File: src/design/rcfc_pkg.sv
// rcfc_pkg: shared types and constants for the range claim free counter
// no dependencies
package rcfc_pkg;

    localparam int FIELD_W = 13;
    localparam int WORD_W  = 32;
    localparam int OFS_W   = 5;
    localparam int CNT_W   = 6;
    localparam logic [FIELD_W-1:0] N_RESET = 13'd4096;
    localparam int REG_SIZE = 0;

    typedef enum logic [1:0] {
        S_IDLE,
        S_READ,
        S_UPD,
        S_DONE
    } t_state;

    typedef struct packed {
        logic load;
        logic rd;
        logic upd;
        logic push;
    } t_cmd;

    typedef struct packed {
        logic empty;
        logic last;
        logic out_busy;
    } t_status;

    function automatic logic [CNT_W-1:0] popcount(input logic [WORD_W-1:0] w);
        logic [CNT_W-1:0] s;
        s = '0;
        for (int i = 0; i < WORD_W; i++) begin
            s = s + CNT_W'(w[i]);
        end
        return s;
    endfunction

endpackage

File: src/design/rcfc_ctrl.sv
// rcfc_ctrl: sequencer that walks the claimed range one bitmap word at a time
// depends on rcfc_pkg
module rcfc_ctrl
    import rcfc_pkg::*;
(
    input  logic    i_clk,
    input  logic    i_rst_n,
    input  logic    i_in_valid,
    output logic    o_in_ready,
    input  t_status i_st,
    output t_cmd    o_cmd
);

    t_state r_state, n_state;

    always_ff @(posedge i_clk) begin
        if (!i_rst_n) begin
            r_state <= S_IDLE;
        end else begin
            r_state <= n_state;
        end
    end

    always_comb begin
        n_state = r_state;
        case (r_state)
            S_IDLE: begin
                if (i_in_valid) n_state = S_READ;
            end
            S_READ: begin
                n_state = i_st.empty ? S_DONE : S_UPD;
            end
            S_UPD: begin
                n_state = i_st.last ? S_DONE : S_READ;
            end
            S_DONE: begin
                if (!i_st.out_busy) n_state = S_IDLE;
            end
            default: n_state = S_IDLE;
        endcase
    end

    always_comb begin
        o_cmd      = '0;
        o_in_ready = 1'b0;
        case (r_state)
            S_IDLE: begin
                o_in_ready = 1'b1;
                o_cmd.load = i_in_valid;
            end
            S_READ: o_cmd.rd  = !i_st.empty;
            S_UPD:  o_cmd.upd = 1'b1;
            S_DONE: o_cmd.push = !i_st.out_busy;
            default: o_cmd = '0;
        endcase
    end

endmodule

File: config.mk
export PLATFORM = sky130hd
export DESIGN_NAME = rcfc_ctrl
export DESIGN_NICKNAME = d
export VERILOG_FILES = /design/src/design/rcfc_pkg.sv /design/src/design/rcfc_ctrl.sv
export SDC_FILE = /design/constraint.sdc
export NUM_CORES = 1
export LEC_CHECK = 0
export BUFFER_PORTS_ARGS = -buffer_cell sky130_fd_sc_hd__buf_2
export CAP_MARGIN = 20
export CORE_AREA = 10 10 47 49
export CTS_BUF_LIST = sky130_fd_sc_hd__clkbuf_4 sky130_fd_sc_hd__clkbuf_8
export DETAILED_ROUTE_END_ITERATION = 8
export DIE_AREA = 0 0 57 59
export GPL_ROUTABILITY_DRIVEN = 0
export GPL_TIMING_DRIVEN = 0
export PLACE_DENSITY_LB_ADDON = 0.25
export SYNTH_ARGS = -nofsm -noshare
export SYNTH_HDL_FRONTEND = slang
export SYNTH_SLANG_ARGS = --single-unit
File: constraint.sdc
create_clock -name i_clk -period 1.3 [get_ports i_clk]
set_clock_uncertainty 0.1 [all_clocks]
set_input_delay 0.065 -clock i_clk [delete_from_list [all_inputs] [get_ports i_clk]]
set_output_delay 0.065 -clock i_clk [all_outputs]
set_load 0.01 [all_outputs]
# Word-level counts from Yosys, hierarchy flattened
# Index checks and enable logic that the tools add are counted.
# classes
reduce_logical	4
mux	10
eq_ne	5
# op_table
op	n
$pmux 2 s4	1
$mux 1	6
$mux 2	3
$eq 2x2->1 const B	2
$ne 2x2->1 const B	2
$eq 2x1->1 const B	1
$logic_not 1->1	2
$logic_not 2->1	1
$reduce_and 2->1	1
# word_totals
word_cells	20
regBits	2
inputBits	6

# Depth between registers and ports, before layout
# logic_depth
word_depth	3
ltp_mapped	3
mapped_depth_nobuf	3

# Worst setup path after synthesis
# OpenSTA, ideal clock, no wires.
# synth_path
path_kind	register -> register
start	register r_state[0]
end	register r_state[1]
arrival_ns	0.827
stages_incl_launch_ff	4
slack_ns	0.255
t_required_ns	1.082
setup_ns	0.118
path_cell_list	dfxtp_1 -> and2b_1 -> a22oi_1 -> nor2b_1
# synth_between
elab_chain_cells	3
elab_cells_between_ends	8
# synth_rtl
item	line_no	text
from (decl)	rcfc_ctrl.sv:14	t_state r_state, n_state;
from (signal assigned)	rcfc_ctrl.sv:20	r_state <= n_state;
$eq 2x2->1 or $logic_not 2->1 (tied branches)	rcfc_ctrl.sv:26	case (r_state)
$ne 2x2->1 (no source line)	--	
$reduce_and 2->1 (no source line)	--	
# Parallel ways exist; a longest one is shown, timed or not.
# A chain may end at the register's enable or synchronous reset.

==> flow_results.xml <==
<?xml version="1.0" encoding="UTF-8"?>
<metrics>
  <group name="cts">
    <metric name="clk_path_buf_depth" unit="">2</metric>
    <metric name="cts_tree" unit="">done</metric>
    <metric name="cts_htree_levels" unit="">1</metric>
    <metric name="ctsRootBufferMaster" unit="">clkbuf_4</metric>
    <metric name="cts_made_buffers" unit="">3</metric>
    <metric name="clk_latency" unit="ps">220</metric>
    <metric name="clock_sinks" unit="">2</metric>
    <metric name="cts.clk_slew.worst_paths" unit="ps">30</metric>
  </group>
  <group name="yosys">
    <metric name="synth_xor_area_frac" unit="">0</metric>
    <metric name="synth_top_area_frac" unit="">0.368</metric>
    <metric name="synth_async_sr_flop_share" unit="">0</metric>
    <metric name="syn_std_cell_area" unit="um^2">109</metric>
    <metric name="synth.mux.area_fraction" unit="">0</metric>
    <metric name="yosysWarningCount" unit="">0</metric>
    <metric name="synth_top_cell_by_area" unit="">dfxtp_1</metric>
    <metric name="commonest_register_cell_after_synthesis" unit="">dfxtp_1</metric>
    <metric name="yosys.area_share.adder" unit="">0</metric>
    <metric name="synth-compound-area-share" unit="">0.230</metric>
    <metric name="syn-mean-instance-area" unit="um^2">7.78</metric>
    <metric name="seq_area_frac_synth" unit="">0.368</metric>
    <metric name="yosys.area_share.simple" unit="">0.368</metric>
    <metric name="synth_seq_cells" unit="">2</metric>
    <metric name="synth-edff-count" unit="">0</metric>
    <metric name="synth_fp_nets" unit="">20</metric>
    <metric name="combinational_family_with_the_most_area_after_synthesis" unit="">simple AND/OR/NAND/NOR gates</metric>
    <metric name="synth_common_cells" unit="">dfxtp_1, nor2_1</metric>
    <metric name="yosys.cell_types.count" unit="">12</metric>
    <metric name="synth_cells" unit="">14</metric>
    <metric name="netlist_top_cells_area" unit="">dfxtp_1, a22oi_1, and2b_1, nor2_1, o31ai_1</metric>
  </group>
  <group name="floorplanning">
    <metric name="fp.dieW" unit="um">57</metric>
    <metric name="initial_utilization" unit="">0.0777</metric>
    <metric name="fp-row-count" unit="">14</metric>
    <metric name="floorplan.die_area" unit="mm^2">0.00336</metric>
    <metric name="placeableCoreArea" unit="mm^2">0.00140</metric>
    <metric name="die_extent_in_y" unit="um">59</metric>
    <metric name="top_level_ports" unit="">11</metric>
  </group>
  <group name="grt">
    <metric name="globalRouteTotalUtil" unit="">0.0328</metric>
    <metric name="global_route.peak_usage_layer" unit="">met4</metric>
    <metric name="grt_antenna_before_repair" unit="">0</metric>
    <metric name="global_route.overflow_total" unit="">0</metric>
    <metric name="grt_util_met1" unit="">0.0308</metric>
    <metric name="grt_pass1_vias" unit="">175</metric>
    <metric name="largest_net_degree_at_the_start_of_global_routing" unit="">7</metric>
    <metric name="grt_pass1_wl" unit="um">759</metric>
    <metric name="met3_usage" unit="">0.0386</metric>
    <metric name="gr-usage-met2" unit="">0.0310</metric>
  </group>
  <group name="sta">
    <metric name="number_of_hold_violations_in_the_final_report" unit="">0</metric>
    <metric name="rsz0062_at_grt" unit="">no</metric>
    <metric name="maxClockFrequency" unit="GHz">0.816</metric>
    <metric name="sum_of_negative_setup_slack" unit="ps">0</metric>
    <metric name="setup-violations-final" unit="">0</metric>
    <metric name="period_needed" unit="ps">1220</metric>
    <metric name="max_slew.worst_pin.slew" unit="ps">204</metric>
    <metric name="drv_slew" unit="">0</metric>
    <metric name="timing.max_slew.rel_slack" unit="">0.863</metric>
    <metric name="min_period_over_period" unit="">0.942</metric>
  </group>
  <group name="pwr">
    <metric name="p_int" unit="mW">0.201</metric>
    <metric name="power_per_cell_area" unit="mW/mm^2">1230</metric>
    <metric name="power.share.combinational" unit="">0.208</metric>
    <metric name="seq_power_share" unit="">0.288</metric>
    <metric name="switching_power" unit="mW">0.0709</metric>
    <metric name="power.ir.vdd_worst" unit="mV">0.239</metric>
    <metric name="p_leak" unit="nW">0.111</metric>
    <metric name="power.clock.fraction" unit="">0.503</metric>
    <metric name="power.share.switching" unit="">0.261</metric>
  </group>
  <group name="routing">
    <metric name="dr.pass1.iters" unit="">4</metric>
    <metric name="detail-route-antenna-nets" unit="">0</metric>
    <metric name="dr_total_vias" unit="">145</metric>
    <metric name="route.detailed.vias_per_inst" unit="">3.22</metric>
    <metric name="drt_first_iter_violations" unit="">1</metric>
    <metric name="route.final.wire_length" unit="um">508</metric>
    <metric name="drc_errors" unit="">0</metric>
    <metric name="post_drt_wl_per_cell" unit="um">11.3</metric>
  </group>
  <group name="finish">
    <metric name="finalInstanceArea" unit="um^2">221</metric>
    <metric name="utilization" unit="">0.158</metric>
    <metric name="largest_register_ff_count" unit="">2</metric>
    <metric name="register_bank_with_the_most_flops" unit="">r_state</metric>
    <metric name="syn_to_final_growth" unit="%">103</metric>
    <metric name="largest_registers_in_the_final_layout" unit="">r_state: 2 flops</metric>
    <metric name="drive_gt1_frac" unit="">0.552</metric>
    <metric name="final.fill_count" unit="">174</metric>
    <metric name="final_nets" unit="">37</metric>
    <metric name="insertedDiodeCount" unit="">0</metric>
  </group>
  <group name="place">
    <metric name="dp.final_hpwl" unit="um">379</metric>
    <metric name="dpl-instance-area" unit="um^2">179</metric>
    <metric name="portBuffers" unit="">10</metric>
  </group>
  <group name="worst_setup_path">
    <metric name="worst_setup_path_start_kind" unit="">flop</metric>
    <metric name="worstSetupPathType" unit="">flop to primary output</metric>
    <metric name="r2r_slack" unit="ps">130</metric>
    <metric name="worstReg2RegStart" unit="">r_state[1]$_SDFFE_PN0P_</metric>
    <metric name="critical_path.max_fanout" unit="">6</metric>
    <metric name="endpoint_kind" unit="">primary output</metric>
    <metric name="worst_r2r_path_depth" unit="">4</metric>
    <metric name="critical_path_arrival" unit="ps">1060</metric>
    <metric name="crit_required" unit="ps">1130</metric>
    <metric name="r2r-end" unit="">r_state[1]$_SDFFE_PN0P_</metric>
  </group>
  <group name="min_path">
    <metric name="holdPathStages" unit="">3</metric>
    <metric name="timing.hold.worst_endpoint" unit="">r_state[0]$_SDFFE_PN0P_</metric>
    <metric name="timing.hold.worst.class" unit="">primary input to flop</metric>
    <metric name="hold_path_startpoint" unit="">i_in_valid</metric>
  </group>
  <group name="status">
    <metric name="run_status" unit="">finished, final reports clean</metric>
  </group>
  <group name="run">
    <metric name="cap_viol_max_count" unit="">0</metric>
  </group>
</metrics>
==> how the worst max path moves through the flow <==
stage,start,to,slack [ps],cells after the start
floorplan,r_state[0]$_SDFFE_PN0P_,r_state[1]$_SDFFE_PN0P_,250,3
global placement,r_state[1]$_SDFFE_PN0P_,r_state[1]$_SDFFE_PN0P_,170,3
CTS,r_state[1]$_SDFFE_PN0P_,o_cmd[0],30,3
finish,r_state[1]$_SDFFE_PN0P_,o_cmd[0],80,3
detailed placement,r_state[1]$_SDFFE_PN0P_,r_state[1]$_SDFFE_PN0P_,180,3
global route,r_state[1]$_SDFFE_PN0P_,o_cmd[0],10,3
==> critical path: stages, from the launching register on <==
cell	delay [ps]
dfxtp_2	360
or2b_1	260
nor2_1	80
buf_2	140
==> placed cells by master, fill, tap and decap left out <==
master / Yosys / final
nor2b_1: 1 / 1
a22oi_1: 1 / 1
o31ai_1: 1 / 1
inv_1: 1 / 1
or2b_1: 1 / 1
clkbuf_4: 0 / 3
buf_4: 0 / 1
a21oi_1: 1 / 1
and2_1: 1 / 1
dlygate4sd3_1: 0 / 1
nor3_1: 1 / 1
dfxtp_2: 0 / 2
o21ai_0: 1 / 1
buf_2: 0 / 10
and2b_1: 1 / 1
nor2_1: 2 / 2
==> cell families (layout without fill, tap and decap cells) <==
| family | count (synthesis) | count (layout) |
|---|---|---|
| simple gates | 7 | 7 |
| buf+inv | 1 | 16 |
| compound gates | 4 | 4 |
| flops | 2 | 2 |
==> metrics by stage <==
stage | std cells | power (mW) | worst slack (ps) | hold WS (ps)
3_5_place_dp | 40 | 0.130 | 182 | 200
6_report | 45 | 0.272 | 75.1 | 24.4
5_1_grt | 45 | 0.292 | 11.2 | 51.2
4_1_cts | 44 | 0.281 | 27.3 | 14.8
2_1_floorplan | 14 | 0.103 | 255 | 76.7
3_3_place_gp | 40 | 0.130 | 173 | 195
==> power groups by stage <==
stage          clock network, mW  registers [mW]  logic [mW]
3_3_place_gp                   0          0.0773      0.0524
5_1_grt                    0.148          0.0792      0.0644
2_1_floorplan                  0          0.0747      0.0280
4_1_cts                    0.148          0.0773      0.0551
6_report                   0.137          0.0783      0.0566
3_5_place_dp                   0          0.0774      0.0525
==> routing by layer <==
layer / part of all wire / vias up / wire length [um]
li1: - / 80 / -
met1: 0.43 / 53 / 217
met2: 0.32 / 12 / 164
met3: 0.25 / 0 / 126
met4: 0 / 0 / 0
met5: 0 / - / 0
==> area by class of cell <==
class | count | area [um^2] | area share
flip-flops and latches | 2 | 42.5 | 0.192
well taps | 16 | 20.0 | 0.0904
clock buffers | 3 | 22.5 | 0.102
repair buffers | 12 | 67.6 | 0.305
multi-input cells | 11 | 65.1 | 0.294
inverters | 1 | 3.75 | 0.0169
==> what timing repair did <==
item / in CTS / in global routing
pin swaps: 0 / 0
buffers inserted: 0 / 1
endpoints found under the hold margin: 2 / 0
gates resized for setup: 1 / 1
hold buffers: 1 / 0
endpoints found under the setup margin: 1 / 2
(Power assumes the default switching activity.)
