### src/design/rcfc_pkg.sv
// rcfc_pkg: shared types and constants for the range claim free counter
// no dependencies
package rcfc_pkg;

    localparam int FIELD_W = 13;
    localparam int WORD_W  = 32;
    localparam int OFS_W   = 5;
    localparam int CNT_W   = 6;
    localparam logic [FIELD_W-1:0] N_RESET = 13'd4096;
    localparam int REG_SIZE = 0;

    typedef enum logic [1:0] {
        S_IDLE,
        S_READ,
        S_UPD,
        S_DONE
    } t_state;

    typedef struct packed {
        logic load;
        logic rd;
        logic upd;
        logic push;
    } t_cmd;

    typedef struct packed {
        logic empty;
        logic last;
        logic out_busy;
    } t_status;

    function automatic logic [CNT_W-1:0] popcount(input logic [WORD_W-1:0] w);
        logic [CNT_W-1:0] s;
        s = '0;
        for (int i = 0; i < WORD_W; i++) begin
            s = s + CNT_W'(w[i]);
        end
        return s;
    endfunction

endpackage

### src/design/rcfc_dp.sv
// rcfc_dp: free bitmap memory with per-word valid bits, range masks and count
// depends on rcfc_pkg
module rcfc_dp
    import rcfc_pkg::*;
#(
    parameter int MAX_POSITIONS = 4096
)(
    input  logic               i_clk,
    input  logic               i_rst_n,
    input  t_cmd               i_cmd,
    input  logic               i_free_all,
    input  logic [FIELD_W-1:0] i_n,
    input  logic [FIELD_W-1:0] i_low,
    input  logic [FIELD_W-1:0] i_high,
    input  logic               i_out_ready,
    output logic               o_out_valid,
    output logic [FIELD_W-1:0] o_out,
    output t_status            o_st
);

    localparam int NW = (MAX_POSITIONS + WORD_W - 1) / WORD_W;
    localparam int AW = (NW > 1) ? $clog2(NW) : 1;

    logic [WORD_W-1:0]  r_mem [NW];
    logic [NW-1:0]      r_vld;
    logic [WORD_W-1:0]  r_rd_data;
    logic               r_rd_vld;
    logic [AW-1:0]      r_addr, r_addr_hi, r_addr_lo;
    logic [OFS_W-1:0]   r_ofs_lo, r_ofs_hi;
    logic               r_empty;
    logic [FIELD_W-1:0] r_acc;
    logic               r_out_valid;
    logic [FIELD_W-1:0] r_out;

    logic [FIELD_W-1:0] lo_c, hi_c, lo0, hi0;
    logic [WORD_W-1:0]  word, mask_lo, mask_hi, mask;

    // clip range to 1..n, indices become zero based
    always_comb begin
        lo_c = (i_low == '0) ? FIELD_W'(1) : i_low;
        hi_c = (i_high > i_n) ? i_n : i_high;
        lo0  = lo_c - FIELD_W'(1);
        hi0  = hi_c - FIELD_W'(1);
    end

    always_comb begin
        word    = r_rd_vld ? r_rd_data : '1;
        mask_lo = (r_addr == r_addr_lo) ? ('1 << r_ofs_lo) : '1;
        mask_hi = (r_addr == r_addr_hi) ? ('1 >> (OFS_W'(WORD_W - 1) - r_ofs_hi)) : '1;
        mask    = mask_lo & mask_hi;
    end

    always_ff @(posedge i_clk) begin
        if (i_cmd.load) begin
            r_empty   <= (lo_c > hi_c);
            r_addr_lo <= AW'(lo0 >> OFS_W);
            r_addr_hi <= AW'(hi0 >> OFS_W);
            r_addr    <= AW'(lo0 >> OFS_W);
            r_ofs_lo  <= lo0[OFS_W-1:0];
            r_ofs_hi  <= hi0[OFS_W-1:0];
            r_acc     <= '0;
        end
        if (i_cmd.rd) begin
            r_rd_data <= r_mem[r_addr];
            r_rd_vld  <= r_vld[r_addr];
        end
        if (i_cmd.upd) begin
            r_mem[r_addr] <= word & ~mask;
            r_acc         <= r_acc + FIELD_W'(popcount(word & mask));
            r_addr        <= r_addr + AW'(1);
        end
        if (i_cmd.push) r_out <= r_acc;
    end

    always_ff @(posedge i_clk) begin
        if (!i_rst_n) begin
            r_vld       <= '0;
            r_out_valid <= 1'b0;
        end else begin
            if (i_free_all) begin
                r_vld <= '0;
            end else if (i_cmd.upd) begin
                r_vld[r_addr] <= 1'b1;
            end
            if (i_cmd.push) begin
                r_out_valid <= 1'b1;
            end else if (i_out_ready) begin
                r_out_valid <= 1'b0;
            end
        end
    end

    assign o_out_valid   = r_out_valid;
    assign o_out         = r_out;
    assign o_st.empty    = r_empty;
    assign o_st.last     = (r_addr == r_addr_hi);
    assign o_st.out_busy = r_out_valid && !i_out_ready;

endmodule

### config.mk
export PLATFORM = sky130hd
export DESIGN_NAME = rcfc_dp
export DESIGN_NICKNAME = d
export VERILOG_FILES = /design/src/design/rcfc_pkg.sv /design/src/design/rcfc_dp.sv
export SDC_FILE = /design/constraint.sdc
export NUM_CORES = 2
export LEC_CHECK = 0
export ABC_AREA = 1
export BUFFER_PORTS_ARGS = -buffer_cell sky130_fd_sc_hd__buf_2
export CAP_MARGIN = 20
export CELL_PAD_IN_SITES_DETAIL_PLACEMENT = 1
export CELL_PAD_IN_SITES_GLOBAL_PLACEMENT = 2
export CORE_UTILIZATION = 33
export CTS_CLUSTER_SIZE = 28
export DETAILED_ROUTE_END_ITERATION = 7
export PLACE_DENSITY = 0.57
export SYNTH_ARGS = -nofsm -noshare
export SYNTH_HDL_FRONTEND = slang
export SYNTH_SLANG_ARGS = --single-unit
export TNS_END_PERCENT = 5
### constraint.sdc
create_clock -name i_clk -period 7.69 [get_ports i_clk]
set_input_delay 0 -clock i_clk [delete_from_list [all_inputs] [get_ports i_clk]]
set_output_delay 0 -clock i_clk [all_outputs]
set_load 0.05 [all_outputs]
# Yosys cells after proc, flatten, opt, wreduce, memory -nomap -nowiden
# Memory sizes are Yosys's and may differ from the RTL's. A register that Yosys moved wholly into a read port is not among the register bits.
# Cells that the tools add are included.
[word_totals]
register_bits = 188
mem_bits_rw = 4096
output_inout_bits = 17
elab_cells = 86
memories = 1
[op_classes]
add_sub_neg = 36
n_lt_le_gt_ge = 4
n_eq_ne = 2
shift = 2
mux = 17
bitwise = 6
reduce_logical = 7
[memory_table]
columns = ["memory", "depth", "width", "rd", "rd_ports_with_merged_regs", "write_ports", "line", "text"]
rows = [
  ["r_mem", 128, 32, 1, 1, 1, "rcfc_dp.sv:24", "logic [WORD_W-1:0] r_mem [NW];"],
]
[ops]
columns = ["cell", "n"]
rows = [
  ["$add A6 B1 Y6", 26],
  ["$or A128 B128 Y128", 1],
  ["$and A32 B32 Y32", 3],
  ["$mux W32", 3],
  ["$mux W13", 4],
  ["$not A32 Y32", 1],
  ["$shl A32 B5 Y32 const A", 1],
  ["$shr A32 B5 Y32 const A", 1],
  ["$gt A13 B13 Y1", 2],
  ["$sub A12 B1 Y12 const B", 2],
  ["$eq A7 B7 Y1", 2],
  ["$mux W7", 2],
  ["$add A13 B6 Y13", 1],
  ["$logic_not A13 Y1", 1],
  ["$lt A7 B8 Y1 const B", 1],
  ["$add A7 B1 Y7 const B", 1],
  ["$bmux W1 S7", 1],
  ["$demux W1 S7", 1],
  ["$ge A7 B1 Y1 const B", 1],
  ["$add A5 B1 Y6", 1],
  ["$mux W1", 6],
  ["$add A4 B1 Y5", 1],
  ["$sub A5 B5 Y5 const A", 1],
  ["$add A3 B1 Y4", 1],
  ["7 further kinds", 9],
]

# Longest topological paths before layout
[logic_depth]
word_depth = 38
mapped_depth = 33
depth_no_buf = 32

# Worst setup path after synthesis
# No wires, ideal clock.
[synth_timing]
path_kind = "register to register"
start = "reg r_addr[1]"
end = "reg r_acc[8] (data pin)"
setup_time_ns = 0.263
arrival_time_ns = 6.503
required_time_ns = 7.427
setup_slack_ns = 0.924
stages_incl_launch_ff = 30
synth_period_minus_slack_ns = 6.766
cell_sequence = "edfxtp_1 buf_4 xor2_1 nor4_1 nand2_1 inv_1 buf_4 o21ai_0 o21ai_0 inv_1 o21ai_0 fa_1 fa_1 fa_1 fa_1 fa_1 inv_1 fa_1 fa_1 fa_1 nand3_1 nand2_1 nand2_1 nand2_1 a21oi_1 nor2_1 nor2_1 nor2_1 o21ai_0 a21oi_1"
[synth_rtl]
columns = ["element", "line", "text"]
rows = [
  ["from (decl)", "rcfc_dp.sv:28", "logic [AW-1:0] r_addr, r_addr_hi, r_addr_lo;"],
  ["from (signal assigned)", "rcfc_dp.sv:58", "r_addr <= AW'(lo0 >> OFS_W);"],
  ["from (signal assigned)", "rcfc_dp.sv:70", "r_addr <= r_addr + AW'(1);"],
  ["to (signal assigned)", "rcfc_dp.sv:69", "r_acc <= r_acc + FIELD_W'(popcount(word & mask));"],
  ["to (decl)", "rcfc_dp.sv:31", "logic [FIELD_W-1:0] r_acc;"],
]

# Worst setup path in the final report
[layout_timing]
start = "reg r_addr[1]"
end = "reg r_acc[8] (data pin)"
[layout_via]
elab_chain_cells = 37
[layout_rtl]
columns = ["element", "line", "text"]
rows = [
  ["$eq A7 B7 Y1, on equally long branches", "rcfc_dp.sv:48, rcfc_dp.sv:49", ""],
  ["$mux W32, on equally long branches", "rcfc_dp.sv:48, rcfc_dp.sv:49", ""],
  ["$and A32 B32 Y32 *", "rcfc_dp.sv:50", "mask = mask_lo & mask_hi;"],
  ["$and A32 B32 Y32 *", "rcfc_dp.sv:69", ""],
  ["$add A1 B1 Y2", "rcfc_pkg.sv:36", "s = s + CNT_W'(w[i]);"],
  ["$add A2 B1 Y3", "rcfc_pkg.sv:36", ""],
  ["$add A3 B1 Y4", "rcfc_pkg.sv:36", ""],
  ["$add A4 B1 Y5", "rcfc_pkg.sv:36", ""],
  ["$add A5 B1 Y6", "rcfc_pkg.sv:36", ""],
  ["$add A6 B1 Y6 (25 in a row)", "rcfc_pkg.sv:36", ""],
  ["$add A6 B1 Y6 *", "rcfc_pkg.sv:36", ""],
  ["$add A13 B6 Y13 *", "rcfc_dp.sv:69", ""],
  ["$mux W13 *", "rcfc_dp.sv:67", "if (i_cmd.upd) begin"],
]
# Mark *: on every way between the ends. The rest lies on a longest branch, timed or not.
# A chain may end at the register's enable or synchronous reset.

==> impl_summary.md <==
STA
The maximum frequency from static timing analysis is 138 MHz. The worst pin sits at a relative slew slack of about an eighth. The largest clock skew in the final design is 0.0583 ns. The worst path meets setup with 0.436 ns of slack. The transition time at the pin with the least slew margin is about 1.3 ns.

The fraction of the cycle the final worst path needs is 94.3%. The setup TNS is 0 ns. Setup violations remaining at the end of the flow were counted as 0. The minimum period implied by the final worst setup slack is 7.25 ns. The final count of pins violating max slew came to 0.

The final count of hold timing violations is 0. Setup repair after global routing left no endpoint under its margin.

Power
The sequential cell fraction of total power is 47.9%. The switching power summed over all nets is 14.3 mW. VDD sags by at most 0.000372 V.

The part of the total power dissipated in combinational logic is ~12%. The internal cell power is between 30 and 40 mW. In this run switching power makes up 26.3% of total power. Power comes to 54.2 mW. The leakage power is 66.5 nW. The areal power density over the cells is roughly 280 mW/mm². Per report_power, the clock group accounts for 40.5% of the total.

Logic synthesis
Of the post-synthesis cell area, the dominant cell type holds 76.7%. Ranked by instance count, the synthesized netlist is headed by sky130_fd_sc_hd__edfxtp_1 (4187), sky130_fd_sc_hd__nand2_1 (3334), sky130_fd_sc_hd__nor2_1 (754). The synthesized design contains 4316 register bits.

The Yosys step of the flow raised 0 warnings. The post-synthesis sequential area ratio is 78.3%. In the synthesized netlist the dominant register cell turns out to be sky130_fd_sc_hd__edfxtp_1. The gate count of the mapped netlist is 11760. Summed over all instances, the cell type with the most area after synthesis is sky130_fd_sc_hd__edfxtp_1.

The post-synthesis average cell area is 13.9 µm². The synthesized net count is between 10000 and 15000. The synthesized design contains 4187 enable-type register cells.

In the synthesized netlist the async set-or-reset flop fraction comes to 0%. The number of library cell types mapped by synthesis is between 40 and 50. The most common cell in the synthesized netlist is sky130_fd_sc_hd__edfxtp_1.

After synthesis, the cell types taking the most area are sky130_fd_sc_hd__edfxtp_1 (77%), sky130_fd_sc_hd__nand2_1 (7.6%), sky130_fd_sc_hd__a22oi_1 (2.8%). The cell area that synthesis handed to floorplanning was 0.164 mm².

Clock network
The deepest clock path buffer count is 4. The clock tree from TritonCTS is done. CTS built an H-tree with a depth of 5. Clock tree synthesis selected as its root buffer the cell sky130_fd_sc_hd__clkbuf_16. The clock sink total is 4316. Clock-pin slew was measured on the worst setup and hold paths at 0.07 ns. The later pin in the worst-skew pair is clocked with a latency of approximately 1.0 ns. The number of CTS-inserted buffers is 470. After clock tree synthesis, the setup repair step added 0 buffers.

Detailed routing
In the routed design, unresolved DRC markers number 0. Once detail routing completed, the nets flagged for antenna violations numbered 0. Summed over all layers, the routed wires come to 662000 µm. Dividing the detail-routed wire length by the instance count gives 34.2 µm. In the routed layout, each cell is associated on average with a via count of 5.39. The first routing iteration left 11650 violations. The number of iterations in the first detailed-routing pass is 6. Across all layers, the routed design uses around 100k vias.

Setup path
The slowest cell on the critical path is sky130_fd_sc_hd__fa_1. The minimum setup slack among reg-to-reg paths is around 0.44 ns. The startpoint identified for the worst register-to-register timing path is r_addr[1]$_DFFE_PP_. The worst-case reg-to-reg path depth is 28. The critical path startpoint category is a flop. The worst setup path is captured at a flop.

On the worst path, the slowest cell contributes a delay of 0.58 ns. At the worst endpoint, the required time is approximately 8.5 ns. Along the worst path, the maximum fanout reaches 4. The reg-to-reg critical path endpoint is r_acc[8]$_SDFFCE_PN0P_.

Data on the critical path arrives at its endpoint at 8.04 ns. The cell that appears most often on the critical path is sky130_fd_sc_hd__fa_1. The path type of the worst setup path is reg -> reg.

GRT
Entering global routing, the biggest net connects between 100 and 150 pins. The remaining global-route overflow is 0. The first global-routing pass estimated 898000 µm of wire. The via count of the first global-routing pass is 105131. The total track usage is roughly a quarter. The initial antenna violation count is 61.

Min path
The hold path startpoint is i_cmd[3]. Counting instances, the worst hold path has a depth of 2. The class of the tightest hold or removal check is in -> reg. For hold timing, the worst endpoint is r_ofs_hi[2]$_DFFE_PP_.

Floorplan
The boundary pin count is 64. For this configuration, the core starts out at a cell density of roughly 33%. The core box area is 0.494 mm². The number of rows in the core area is 258. Measured along the x axis, the die boundary spans 707 µm. The floorplan step defined a die boundary enclosing between 0.4 and 0.5 mm². The die is 707 µm tall.

Finish
For this run, the post-layout net count is between 10000 and 15000. The area growth from synthesis to final layout is 16.8%. The number of filler instances in the final layout is between 50000 and 60000. Cells with a size suffix above 1 make up 11.2% of the layout.

Placed design
At the end of routability-driven placement, the weighted congestion stood at about 0.86. Before CTS, the worst setup slack after placement is 0.345 ns. After legalization and detailed placement, the total HPWL measured between 300000 and 400000 µm.

Buffers placed on the I/O ports in this run total 63.

Run status
The flow ran to the end, and the final reports show no timing, DRC or antenna violations.

Job
Across the run, the number of max-cap violations was 0.
## power groups by stage
| stage | registers (mW) | logic [mW] | clock network [mW] |
|---|---|---|---|
| 6_report | 26.0 | 6.28 | 22.0 |
| 5_1_grt | 26.0 | 6.80 | 23.1 |
| 4_1_cts | 26.0 | 6.37 | 22.3 |
| 3_5_place_dp | 26.5 | 6.28 | 0 |
| 3_3_place_gp | 26.5 | 6.32 | 0 |
| 2_1_floorplan | 26.5 | 3.18 | 0 |
## cells by family (layout without fill, tap and decap cells)
logic type | count (synthesis) | in the layout | share of synthesized area, %
buf+inv | 957 | 1888 | 2.54
simple gates | 4955 | 4955 | 12.5
xor+xnor | 34 | 34 | 0.182
flops | 4316 | 4316 | 78.3
compound gates | 1428 | 1428 | 5.83
fa+ha+maj | 70 | 70 | 0.654
other cells | 0 | 34 | 0
## metal layers
layer	GRT usage (%)	routed length, µm	vias to the layer above	share of wire, %
li1	-	-	44129	-
met1	35.5	282000	55781	43
met2	42.4	310000	3574	47
met3	3.38	42200	838	6.4
met4	9.02	26800	4	4.0
met5	0	29	-	0.0044
## final cells by class
| cell class | instances | area [µm²] | share of cell area (%) |
|---|---|---|---|
| flip-flops and latches | 4316 | 128000 | 67.0 |
| clock inverters | 223 | 1880 | 0.982 |
| clock buffers | 637 | 12900 | 6.71 |
| multi-input cells | 6487 | 32800 | 17.1 |
| repair buffers | 643 | 5820 | 3.04 |
| inverters | 385 | 1450 | 0.759 |
| diodes | 34 | 85.1 | 0.0444 |
| well taps | 6630 | 8300 | 4.33 |
## cells in the final DEF (no fill, tap or decap), types with 97 or more instances in the layout
cell                        count
sky130_fd_sc_hd__o21ai_0      367
sky130_fd_sc_hd__nand3_1      269
sky130_fd_sc_hd__edfxtp_1    4187
sky130_fd_sc_hd__clkbuf_16    476
sky130_fd_sc_hd__nor2_4       173
sky130_fd_sc_hd__nand2_1     3328
sky130_fd_sc_hd__dfxtp_1      129
sky130_fd_sc_hd__a22o_1       118
sky130_fd_sc_hd__inv_1        368
sky130_fd_sc_hd__clkinv_1      97
sky130_fd_sc_hd__nor2_1       578
sky130_fd_sc_hd__a21oi_1      159
sky130_fd_sc_hd__buf_4        412
sky130_fd_sc_hd__clkbuf_1     127
sky130_fd_sc_hd__a22oi_1      601
sky130_fd_sc_hd__nand4_1      524
## how the worst max path moves through the flow
stage,from,depth (start not counted),to,slack [ns]
final,r_addr[1]$_DFFE_PP_,28,r_acc[8]$_SDFFCE_PN0P_,0.44
after global placement,r_addr[1]$_DFFE_PP_,28,r_acc[8]$_SDFFCE_PN0P_,0.08
after CTS,r_addr[1]$_DFFE_PP_,28,r_acc[8]$_SDFFCE_PN0P_,0.32
after global routing,r_addr[1]$_DFFE_PP_,27,r_acc[8]$_SDFFCE_PN0P_,0.03
after floorplan,r_addr[1]$_DFFE_PP_,29,r_acc[8]$_SDFFCE_PN0P_,0.92
after detailed placement,r_addr[1]$_DFFE_PP_,28,r_acc[8]$_SDFFCE_PN0P_,0.34
## state kept, by name (all words and copies together), names as in the netlist, 5 cells and up
register	cells
r_mem	4096
r_rd_data	32
o_out	13
r_addr_hi	7
r_addr_lo	7
r_acc	13
r_ofs_hi	5
r_vld	128
r_addr	7
r_ofs_lo	5
## critical path: cells and delay by family (launching register included)
family	cells	cell delay [ns]
adders and majority gates	8	3.95
AOI/OAI and AO/OA	6	0.80
xor gates and xnor gates	1	0.17
DFF	1	0.44
buffers and inverters	4	0.47
and+or+nand+nor	9	1.19
## metrics by stage
stage | area (µm²) | hold WS (ns) | std cells | util [%]
floorplan | 164000 | 0.112 | 11760 | -
global placement | 175000 | 0.278 | 18334 | 35.4
detailed placement | 176000 | 0.312 | 18361 | 35.5
CTS | 191000 | 0.0201 | 19312 | 38.7
global route | 191000 | 0.0913 | 19334 | 38.7
finish | 191000 | 0.0812 | 19355 | 38.7
## what timing repair did
item,in CTS,in global routing
hold buffers,91,0
hold endpoints to repair,168,0
gates resized for setup,0,1
endpoints found under the setup margin,0,1
Power figures use the tool's default switching activity.
